File: config.mk
export PLATFORM = sky130hd
export DESIGN_NAME = peer_authorization_table_top
export DESIGN_NICKNAME = d
export VERILOG_FILES = /design/src/hdl/pat_pkg.sv /design/src/hdl/pat_cfg.sv /design/src/hdl/pat_engine.sv /design/src/hdl/peer_authorization_table_top.sv
export SDC_FILE = /design/constraint.sdc
export NUM_CORES = 2
export LEC_CHECK = 0
export BUFFER_PORTS_ARGS = -buffer_cell sky130_fd_sc_hd__buf_2
export CORE_ASPECT_RATIO = 0.9
export CORE_MARGIN = 2
export CORE_UTILIZATION = 53
export DETAILED_ROUTE_END_ITERATION = 12
export PLACE_DENSITY = 0.76
export SYNTH_ARGS = -nofsm -noshare
export SYNTH_HDL_FRONTEND = slang
export SYNTH_SLANG_ARGS = --single-unit
File: constraint.sdc
create_clock -name clk -period 24.6 [get_ports clk]
set_input_delay 2.46 -clock clk [delete_from_list [all_inputs] [get_ports clk]]
set_output_delay 2.46 -clock clk [all_outputs]
set_load 0.02 [all_outputs]
File: src/hdl/pat_pkg.sv
// Package for the peer authorization table: types, codes and constants.
// Used by every module of the block; depends on nothing.
`timescale 1ns / 1ps
`default_nettype none
package pat_pkg;
  localparam int MaxPeersDefault = 8;
  localparam logic [3:0] TopChannel = 4'd14;

  localparam logic [2:0] ACT_OPEN = 3'd0;
  localparam logic [2:0] ACT_APPROVE = 3'd1;
  localparam logic [2:0] ACT_CANCEL = 3'd2;
  localparam logic [2:0] ACT_TICK = 3'd3;
  localparam logic [2:0] ACT_AUTH = 3'd4;
  localparam logic [2:0] ACT_ROTATE = 3'd5;
  localparam logic [2:0] ACT_REVOKE = 3'd6;
  localparam logic [2:0] ACT_FORGET = 3'd7;

  localparam logic [3:0] R_OK = 4'd0;
  localparam logic [3:0] R_STATE = 4'd1;
  localparam logic [3:0] R_PENDING = 4'd2;
  localparam logic [3:0] R_CAND = 4'd3;
  localparam logic [3:0] R_DUPPEER = 4'd4;
  localparam logic [3:0] R_FULL = 4'd5;
  localparam logic [3:0] R_NOAPP = 4'd6;
  localparam logic [3:0] R_CLOCK = 4'd7;
  localparam logic [3:0] R_EXPIRED = 4'd8;
  localparam logic [3:0] R_DUPKEY = 4'd9;
  localparam logic [3:0] R_UNKNOWN = 4'd10;
  localparam logic [3:0] R_REVOKED = 4'd11;
  localparam logic [3:0] R_KEYMIS = 4'd12;
  localparam logic [3:0] R_CHANMIS = 4'd13;
  localparam logic [3:0] R_DENIED = 4'd14;
  localparam logic [3:0] R_STALE = 4'd15;

  localparam logic [2:0] REG_WINDOW = 3'd0;
  localparam logic [2:0] REG_GATEWAY = 3'd1;
  localparam logic [2:0] REG_GAUGE = 3'd2;
  localparam logic [2:0] REG_LOCATOR = 3'd3;
  localparam logic [2:0] REG_BRIDGE = 3'd4;
  localparam logic [2:0] REG_VALID = 3'd5;

  typedef struct packed {
    logic [2:0] action;
    logic [31:0] request_tag;
    logic [31:0] peer_id;
    logic [2:0] peer_kind;
    logic [15:0] perm_mask;
    logic [3:0] radio_channel;
    logic [31:0] key_ref;
    logic [31:0] key_epoch;
    logic [3:0] perm_index;
    logic [63:0] time_now;
  } cmd_t;

  typedef struct packed {
    logic [3:0] result_code;
    logic access_ok;
    logic approval_open;
    logic [3:0] stored_count;
    logic [3:0] live_count;
  } rsp_t;

  typedef struct packed {
    logic active;
    logic [1:0] kind;
    logic [15:0] perms;
    logic [3:0] chan;
  } attr_t;

  typedef struct packed {
    logic [31:0] peer_id;
    logic [31:0] key;
    logic [31:0] epoch;
    attr_t attr;
  } entry_t;
endpackage
`default_nettype wire

File: src/hdl/pat_cfg.sv
// Configuration register file of the peer authorization table.
// Depends on pat_pkg.
`timescale 1ns / 1ps
`default_nettype none
module pat_cfg (
  input wire logic clk,
  input wire logic rst,
  input wire logic cfg_we,
  input wire logic [2:0] cfg_index,
  input wire logic [63:0] cfg_data,
  output logic [63:0] window_length,
  output logic [3:0][15:0] kind_masks,
  output logic [15:0] valid_perm_mask
);
  import pat_pkg::*;

  always_ff @(posedge clk) begin
    if (rst) begin
      window_length <= 64'd30000;
      kind_masks <= {16'd40, 16'd16, 16'd12, 16'd3};
      valid_perm_mask <= 16'd63;
    end else if (cfg_we) begin
      case (cfg_index)
        REG_WINDOW: window_length <= cfg_data;
        REG_GATEWAY: kind_masks[0] <= cfg_data[15:0];
        REG_GAUGE: kind_masks[1] <= cfg_data[15:0];
        REG_LOCATOR: kind_masks[2] <= cfg_data[15:0];
        REG_BRIDGE: kind_masks[3] <= cfg_data[15:0];
        REG_VALID: valid_perm_mask <= cfg_data[15:0];
        default: begin
        end
      endcase
    end
  end
endmodule
`default_nettype wire

File: src/hdl/pat_engine.sv
// Sequencer of the peer authorization table: scans the entry memory one entry
// at a time with a shared compare unit and shifts entries on forget. Uses pat_pkg.
`timescale 1ns / 1ps
`default_nettype none
module pat_engine #(
  parameter int MaxPeers = pat_pkg::MaxPeersDefault
) (
  input wire logic clk,
  input wire logic rst,
  input wire logic start,
  output logic busy,
  input wire pat_pkg::cmd_t cmd,
  input wire logic [63:0] window_length,
  input wire logic [3:0][15:0] kind_masks,
  input wire logic [15:0] valid_perm_mask,
  output logic done,
  output pat_pkg::rsp_t rsp
);
  import pat_pkg::*;

  localparam int IW = (MaxPeers > 1) ? $clog2(MaxPeers) : 1;
  localparam int CW = $clog2(MaxPeers + 1);

  typedef enum logic [6:0] {
    S_IDLE = 7'b0000001,
    S_READ = 7'b0000010,
    S_SCAN = 7'b0000100,
    S_DECIDE = 7'b0001000,
    S_SHRD = 7'b0010000,
    S_SHWR = 7'b0100000,
    S_DONE = 7'b1000000
  } state_t;

  state_t state;
  cmd_t c;
  entry_t mem [MaxPeers];
  entry_t rd;
  entry_t hit;
  logic [IW-1:0] raddr;
  logic [CW-1:0] idx;
  logic [CW-1:0] at;
  logic found;
  logic key_dup;
  logic [CW-1:0] entry_count;
  logic [CW-1:0] live_total;
  logic approval_flag;
  logic [31:0] pending_request;
  logic [31:0] pending_peer;
  attr_t pending_attrs;
  logic [63:0] opened_time;
  logic [3:0] code;
  logic granted;
  logic we;
  logic [IW-1:0] waddr;
  entry_t wdata;
  logic [31:0] dup_key;
  logic [31:0] dup_except;
  logic [63:0] elapsed;
  logic [15:0] pbit;

  assign busy = (state != S_IDLE);
  assign elapsed = c.time_now - opened_time;
  assign pbit = 16'd1 << c.perm_index;
  assign dup_key = (c.action == ACT_ROTATE) ? c.key_ref : c.key_ref;
  assign dup_except = (c.action == ACT_ROTATE) ? c.peer_id : 32'd0;

  always_ff @(posedge clk) begin
    if (we) mem[waddr] <= wdata;
    rd <= mem[raddr];
  end

  always_ff @(posedge clk) begin
    if (rst) begin
      state <= S_IDLE;
      entry_count <= '0;
      live_total <= '0;
      approval_flag <= 1'b0;
      pending_request <= '0;
      pending_peer <= '0;
      pending_attrs <= '0;
      opened_time <= '0;
      done <= 1'b0;
      raddr <= '0;
      idx <= '0;
      at <= '0;
      found <= 1'b0;
      key_dup <= 1'b0;
      we <= 1'b0;
    end else begin
      done <= 1'b0;
      we <= 1'b0;
      case (state)
        S_IDLE: begin
          if (start) begin
            c <= cmd;
            idx <= '0;
            raddr <= '0;
            found <= 1'b0;
            key_dup <= 1'b0;
            state <= S_READ;
          end
        end
        S_READ: begin
          if (idx >= entry_count) state <= S_DECIDE;
          else state <= S_SCAN;
        end
        S_SCAN: begin
          if (!found && rd.peer_id == c.peer_id) begin
            found <= 1'b1;
            at <= idx;
            hit <= rd;
          end
          if (rd.attr.active && rd.peer_id != dup_except && rd.key == dup_key)
            key_dup <= 1'b1;
          idx <= idx + 1'b1;
          raddr <= IW'(idx + 1'b1);
          state <= S_READ;
        end
        S_DECIDE: begin
          code <= R_OK;
          granted <= 1'b0;
          state <= S_DONE;
          case (c.action)
            ACT_OPEN: begin
              if (approval_flag) code <= R_PENDING;
              else if (c.request_tag == 0 || c.peer_id == 0 || c.peer_kind > 3'd3 ||
                       c.perm_mask == 0 || (c.perm_mask & ~valid_perm_mask) != 0 ||
                       (c.perm_mask & ~kind_masks[c.peer_kind[1:0]]) != 0 ||
                       c.radio_channel == 0 || c.radio_channel > TopChannel)
                code <= R_CAND;
              else if (found) code <= R_DUPPEER;
              else if (entry_count >= CW'(MaxPeers)) code <= R_FULL;
              else begin
                approval_flag <= 1'b1;
                pending_request <= c.request_tag;
                pending_peer <= c.peer_id;
                pending_attrs <= {1'b0, c.peer_kind[1:0], c.perm_mask, c.radio_channel};
                opened_time <= c.time_now;
              end
            end
            ACT_APPROVE: begin
              if (!approval_flag || c.request_tag != pending_request) code <= R_NOAPP;
              else if (c.time_now < opened_time) code <= R_CLOCK;
              else if (elapsed >= window_length) begin
                code <= R_EXPIRED;
                approval_flag <= 1'b0;
                pending_request <= '0;
                pending_peer <= '0;
                pending_attrs <= '0;
                opened_time <= '0;
              end else if (c.key_ref == 0 || c.key_epoch == 0) code <= R_CAND;
              else if (key_dup) code <= R_DUPKEY;
              else if (entry_count >= CW'(MaxPeers)) code <= R_FULL;
              else begin
                we <= 1'b1;
                waddr <= IW'(entry_count);
                wdata <= {pending_peer, c.key_ref, c.key_epoch,
                          pending_attrs | {1'b1, 22'd0}};
                entry_count <= entry_count + 1'b1;
                live_total <= live_total + 1'b1;
                approval_flag <= 1'b0;
                pending_request <= '0;
                pending_peer <= '0;
                pending_attrs <= '0;
                opened_time <= '0;
              end
            end
            ACT_CANCEL: begin
              if (!approval_flag) code <= R_NOAPP;
              else begin
                approval_flag <= 1'b0;
                pending_request <= '0;
                pending_peer <= '0;
                pending_attrs <= '0;
                opened_time <= '0;
              end
            end
            ACT_TICK: begin
              if (approval_flag) begin
                if (c.time_now < opened_time) code <= R_CLOCK;
                else if (elapsed >= window_length) begin
                  code <= R_EXPIRED;
                  approval_flag <= 1'b0;
                  pending_request <= '0;
                  pending_peer <= '0;
                  pending_attrs <= '0;
                  opened_time <= '0;
                end
              end
            end
            ACT_AUTH: begin
              if (!found) code <= R_UNKNOWN;
              else if (!hit.attr.active) code <= R_REVOKED;
              else if (c.key_ref != hit.key) code <= R_KEYMIS;
              else if (c.radio_channel != hit.attr.chan) code <= R_CHANMIS;
              else if ((pbit & valid_perm_mask) == 0 || (pbit & hit.attr.perms) == 0)
                code <= R_DENIED;
              else granted <= 1'b1;
            end
            ACT_ROTATE: begin
              if (!found) code <= R_UNKNOWN;
              else if (!hit.attr.active) code <= R_REVOKED;
              else if (c.key_ref == 0 || c.key_epoch <= hit.epoch) code <= R_STALE;
              else if (key_dup) code <= R_DUPKEY;
              else begin
                we <= 1'b1;
                waddr <= IW'(at);
                wdata <= {hit.peer_id, c.key_ref, c.key_epoch, hit.attr};
              end
            end
            ACT_REVOKE: begin
              if (!found) code <= R_UNKNOWN;
              else if (!hit.attr.active) code <= R_REVOKED;
              else begin
                we <= 1'b1;
                waddr <= IW'(at);
                wdata <= {hit.peer_id, 32'd0, hit.epoch, 1'b0, hit.attr.kind,
                          hit.attr.perms, hit.attr.chan};
                if (live_total != 0) live_total <= live_total - 1'b1;
              end
            end
            default: begin
              if (!found) code <= R_UNKNOWN;
              else if (hit.attr.active) code <= R_STATE;
              else begin
                idx <= at + 1'b1;
                raddr <= IW'(at + 1'b1);
                state <= S_SHRD;
              end
            end
          endcase
        end
        S_SHRD: begin
          if (idx >= entry_count) begin
            entry_count <= entry_count - 1'b1;
            state <= S_DONE;
          end else state <= S_SHWR;
        end
        S_SHWR: begin
          we <= 1'b1;
          waddr <= IW'(idx - 1'b1);
          wdata <= rd;
          idx <= idx + 1'b1;
          raddr <= IW'(idx + 1'b1);
          state <= S_SHRD;
        end
        S_DONE: begin
          done <= 1'b1;
          state <= S_IDLE;
        end
        default: state <= S_IDLE;
      endcase
    end
  end

  always_comb begin
    rsp.result_code = code;
    rsp.access_ok = granted;
    rsp.approval_open = approval_flag;
    rsp.stored_count = 4'(entry_count);
    rsp.live_count = 4'(live_total);
  end
endmodule
`default_nettype wire

File: src/hdl/peer_authorization_table_top.sv
// Peer authorization table, one command word at a time.
// Each word scans every stored entry before the result; a forget that removes an entry
// also shifts each later entry down by one place.
// A new word is taken only while idle; busy is low again in the cycle done strobes.
// The receiver cannot stall; done marks the result for one cycle.
// Synchronous reset empties the table and loads register defaults.
`timescale 1ns / 1ps
`default_nettype none
module peer_authorization_table_top #(
  parameter int MaxPeers = pat_pkg::MaxPeersDefault
) (
  input wire logic clk,
  input wire logic rst,
  input wire logic start,
  output logic busy,
  input wire pat_pkg::cmd_t cmd,
  output logic done,
  output pat_pkg::rsp_t rsp,
  input wire logic cfg_we,
  input wire logic [2:0] cfg_index,
  input wire logic [63:0] cfg_data
);
  import pat_pkg::*;

  logic [63:0] window_length;
  logic [3:0][15:0] kind_masks;
  logic [15:0] valid_perm_mask;

  pat_cfg u_cfg (
    .clk, .rst, .cfg_we, .cfg_index, .cfg_data,
    .window_length, .kind_masks, .valid_perm_mask
  );

  pat_engine #(.MaxPeers(MaxPeers)) u_engine (
    .clk, .rst, .start, .busy, .cmd,
    .window_length, .kind_masks, .valid_perm_mask,
    .done, .rsp
  );
endmodule
`default_nettype wire
==> impl_results.md <==
- Fin worst setup slack: 16.23 ns
- GR Util All Layers: 25.1%
- Post-layout min period: 8.37 ns
- Fin util: 60.1%
- Postcts setup bufs: 0
- Top cells by count, synth: 1,400 x edfxtp_1, 462 x nand2_1, 437 x dfxtp_1, 367 x a21oi_1, 243 x mux4_2
- Vias in the first global route: 44,200
- Antenna violations before repair: 5
- Unique masters post-synth: 87
- Final setup fails: 0
- Number of cells on the worst reg-to-reg path: 25
- Post_cts resized: 0
- DR DRC count: 0
- Async set-reset flop share out of synthesis: 0%
- Grt ovf: 0
- # hold bufs at CTS: 0
- Cells after synthesis: 5,051
- I/O pin cnt: 309
- Initial core utilization: 53.5%
- Worst-path clk slew: 0.06 ns
- Cells after DPL: 7,025
- Power density over the cells: 76.4 mW/mm²
- Top-count cell post-synth: edfxtp_1
- Max FO, Critical Path: 70
- Cell Area, Synth: 0.0748 mm²
- Final-report max-slew violation count: 0
- Top cell type's share of synthesized area: 56.2%
- Syn Area/Cell: 14.8 µm²
- Period utilisation layout: 34.0%
- Fin. Hold Viols: 0
- RSZ-0062 raised after global routing: false
- Fraction of layout cells with a size suffix above 1: 18.9%
- Biggest area consumer among synthesized cells: edfxtp_1
- Drt first pass iters: 6
- Hold Path Origin: u_engine.rd[0]$_DFF_P_
- RR Startpoint: u_engine.c[0]$_DFFE_PP_
- Critical path's slowest cell: a2111oi_1
- Horiz. Die Dim: 400 µm
- Maxcap violations: 0
- Clock sinks: 1,837
- Port bufs: 308
- Syn_nets: 5,518
- Skew final: 0.0613 ns
- Ys Warns: 0
- Crit path kind: register to register
- Die area: 0.144 mm²
- Placed cell area: 0.0782 mm²
- Htree depth: 4
- CTS Buf Count: 175
- Routed vias/inst: 6.09
- Critical Path RT: 25.33 ns
- Nets: 5,821
- CORE AREA: 0.140 mm²
- Slew @ Worst Pin: 1.30 ns
- Design area: 0.0839 mm²
- Clock Path Buffers: 3
- Pre-CTS setup slack: 16.40 ns
- Clk_lat worst skew: 0.80 ns
- VDD IR max: 0.0812 mV
- Rel. slew slack: 12.4%
- Placer Congestion: 0.956
- DRT iter0 DRCs: 4,998
- Root buffer cell: clkbuf_16
- Hold worst-path end: u_engine.hit[0]$_DFFE_PP_
- Worst hold stages: 0
- Crit-path max cell delay: 0.97 ns
- Final Non-Filler Cells: 7,356
- Final ANT Viol Nets: 0
- WL final: 183,000 µm
- Number of synthesized register bits: 1,837
- CTS tree: yes
- Worst hold-check path type: register to register
- Die H: 360 µm
- Critical Path Start Type: register
- Area contributors post-synth: edfxtp_1 56%, dfxtp_1 12%, mux4_2 7.3%
- First-pass GRT wire length: 272,000 µm
- Final Hold Slack: 0.432 ns
- R2R setup slack: 16.23 ns
- Vias: 44,800
- WL/cell: 24.9 µm
- Area growth syn-to-layout: 12.3%
- Pin count of the biggest net entering global routing: 178
- Hpwl dp: 113,000 µm
- Number of synthesized flops with an enable pin: 1,400
- TNS Setup: 0 ns
- Status: complete, no violations
- Post-synth top flop: edfxtp_1
- Worst EP arrival: 9.10 ns
- Rows: 130
- FF-to-FF End: u_engine.pending_request[15]$_SDFFE_PP0P_
- Tot Pwr: 6.41 mW
- Sequential area share after synthesis: 67.9%
- Max frequency: 0.119 GHz
- Lkg Pwr: 28.4 nW
- Nature of the critical path endpoint: register
-- cell type report --
type                       count  area (µm²)
timing repair buffer         364        2000
inverter                     240         901
clock buffer                 242        4890
tap                         1848        2310
antenna                        1        2.50
clock inverter                88         886
sequential                  1837       50800
multi-input combinational   2736       22100
fill                       10200       55800
-- placed cells by master (no fill, tap or decap), types with 12 or more instances in the layout --
cell and n:
edfxtp_1 1400, nand2_1 460, dfxtp_1 434, a21oi_1 367
buf_2 307, mux4_2 243, inv_1 238, nor2_1 219
clkbuf_16 178, ha_1 171, a22o_1 152, mux2_2 123
xnor2_1 116, nand3_1 89, mux2i_1 79, nor4_1 76
o21ai_0 76, nand4_1 75, buf_4 54, a21o_1 46
xor2_1 46, clkbuf_1 44, nor2b_1 39, clkinv_2 35
nor3_1 26, nand2b_1 24, and3_1 20, clkbuf_8 20
o22ai_1 19, clkinv_1 19, a31oi_1 18, a211oi_1 17
o211ai_1 16, o21bai_1 16, a221oi_1 14, and4_1 13
o21a_1 13, a22oi_1 12
-- cells by family after synthesis --
kind of cell,after synthesis,share of synthesized area [%]
xor gates and xnor gates,162,1.90
muxes,445,10.2
DFF,1837,67.9
adders and majority gates,174,2.94
and+or+nand+nor,1096,6.79
AOI/OAI and AO/OA,859,7.58
buffers and inverters,478,2.62
-- how the worst max path moves through the flow --
stage / endpoint / start / cells after the start / slack [ns]
global route: u_engine.pending_request[15]$_SDFFE_PP0P_ / u_engine.c[0]$_DFFE_PP_ / 25 / 15.81
floorplan: u_engine.c[0]$_DFFE_PP_ / rst / 4 / 11.49
CTS: u_engine.opened_time[33]$_SDFFE_PP0P_ / u_engine.c[0]$_DFFE_PP_ / 25 / 16.34
global placement: u_engine.pending_request[12]$_SDFFE_PP0P_ / u_engine.c[1]$_DFFE_PP_ / 22 / 16.54
detailed placement: u_engine.pending_request[10]$_SDFFE_PP0P_ / u_engine.c[0]$_DFFE_PP_ / 25 / 16.40
finish: u_engine.pending_request[15]$_SDFFE_PP0P_ / u_engine.c[0]$_DFFE_PP_ / 25 / 16.23
-- where the power goes --
group | internal (mW) | switching (mW) | leakage, nW
logic | 0.137 | 0.186 | 9.29
registers | 3.35 | 0.0467 | 16.2
clock network | 1.51 | 1.18 | 2.83
-- critical path, delay by kind of cell, from the launching register on --
kind	cells	cell delay [ns]
xor gates and xnor gates	1	0.17
DFF	1	0.38
AOI/OAI and AO/OA	13	4.46
buffers and inverters	4	1.62
adders and majority gates	3	0.83
and+or+nand+nor	4	0.74
-- registers in the layout, summed over array words and instances (netlist names), 7 cells and up --
| name | flops |
|---|---|
| u_cfg.kind_masks | 64 |
| u_cfg.valid_perm_mask | 16 |
| u_cfg.window_length | 64 |
| u_engine.c | 190 |
| u_engine.dup_key | 32 |
| u_engine.hit | 117 |
| u_engine.mem | 936 |
| u_engine.opened_time | 64 |
| u_engine.pending_attrs | 20 |
| u_engine.pending_peer | 32 |
| u_engine.pending_request | 32 |
| u_engine.rd | 117 |
| u_engine.state | 7 |
| u_engine.wdata | 117 |
-- layer usage --
layer | GRT usage, % | share of wire, % | up-vias
met5 | 0 | 0.016 | -
met4 | 7.85 | 2.9 | 6
met3 | 4.66 | 8.4 | 352
met2 | 39.9 | 47 | 2077
met1 | 35.2 | 41 | 22500
li1 | - | - | 19900
Note: power is estimated with default switching activity, not from simulation.
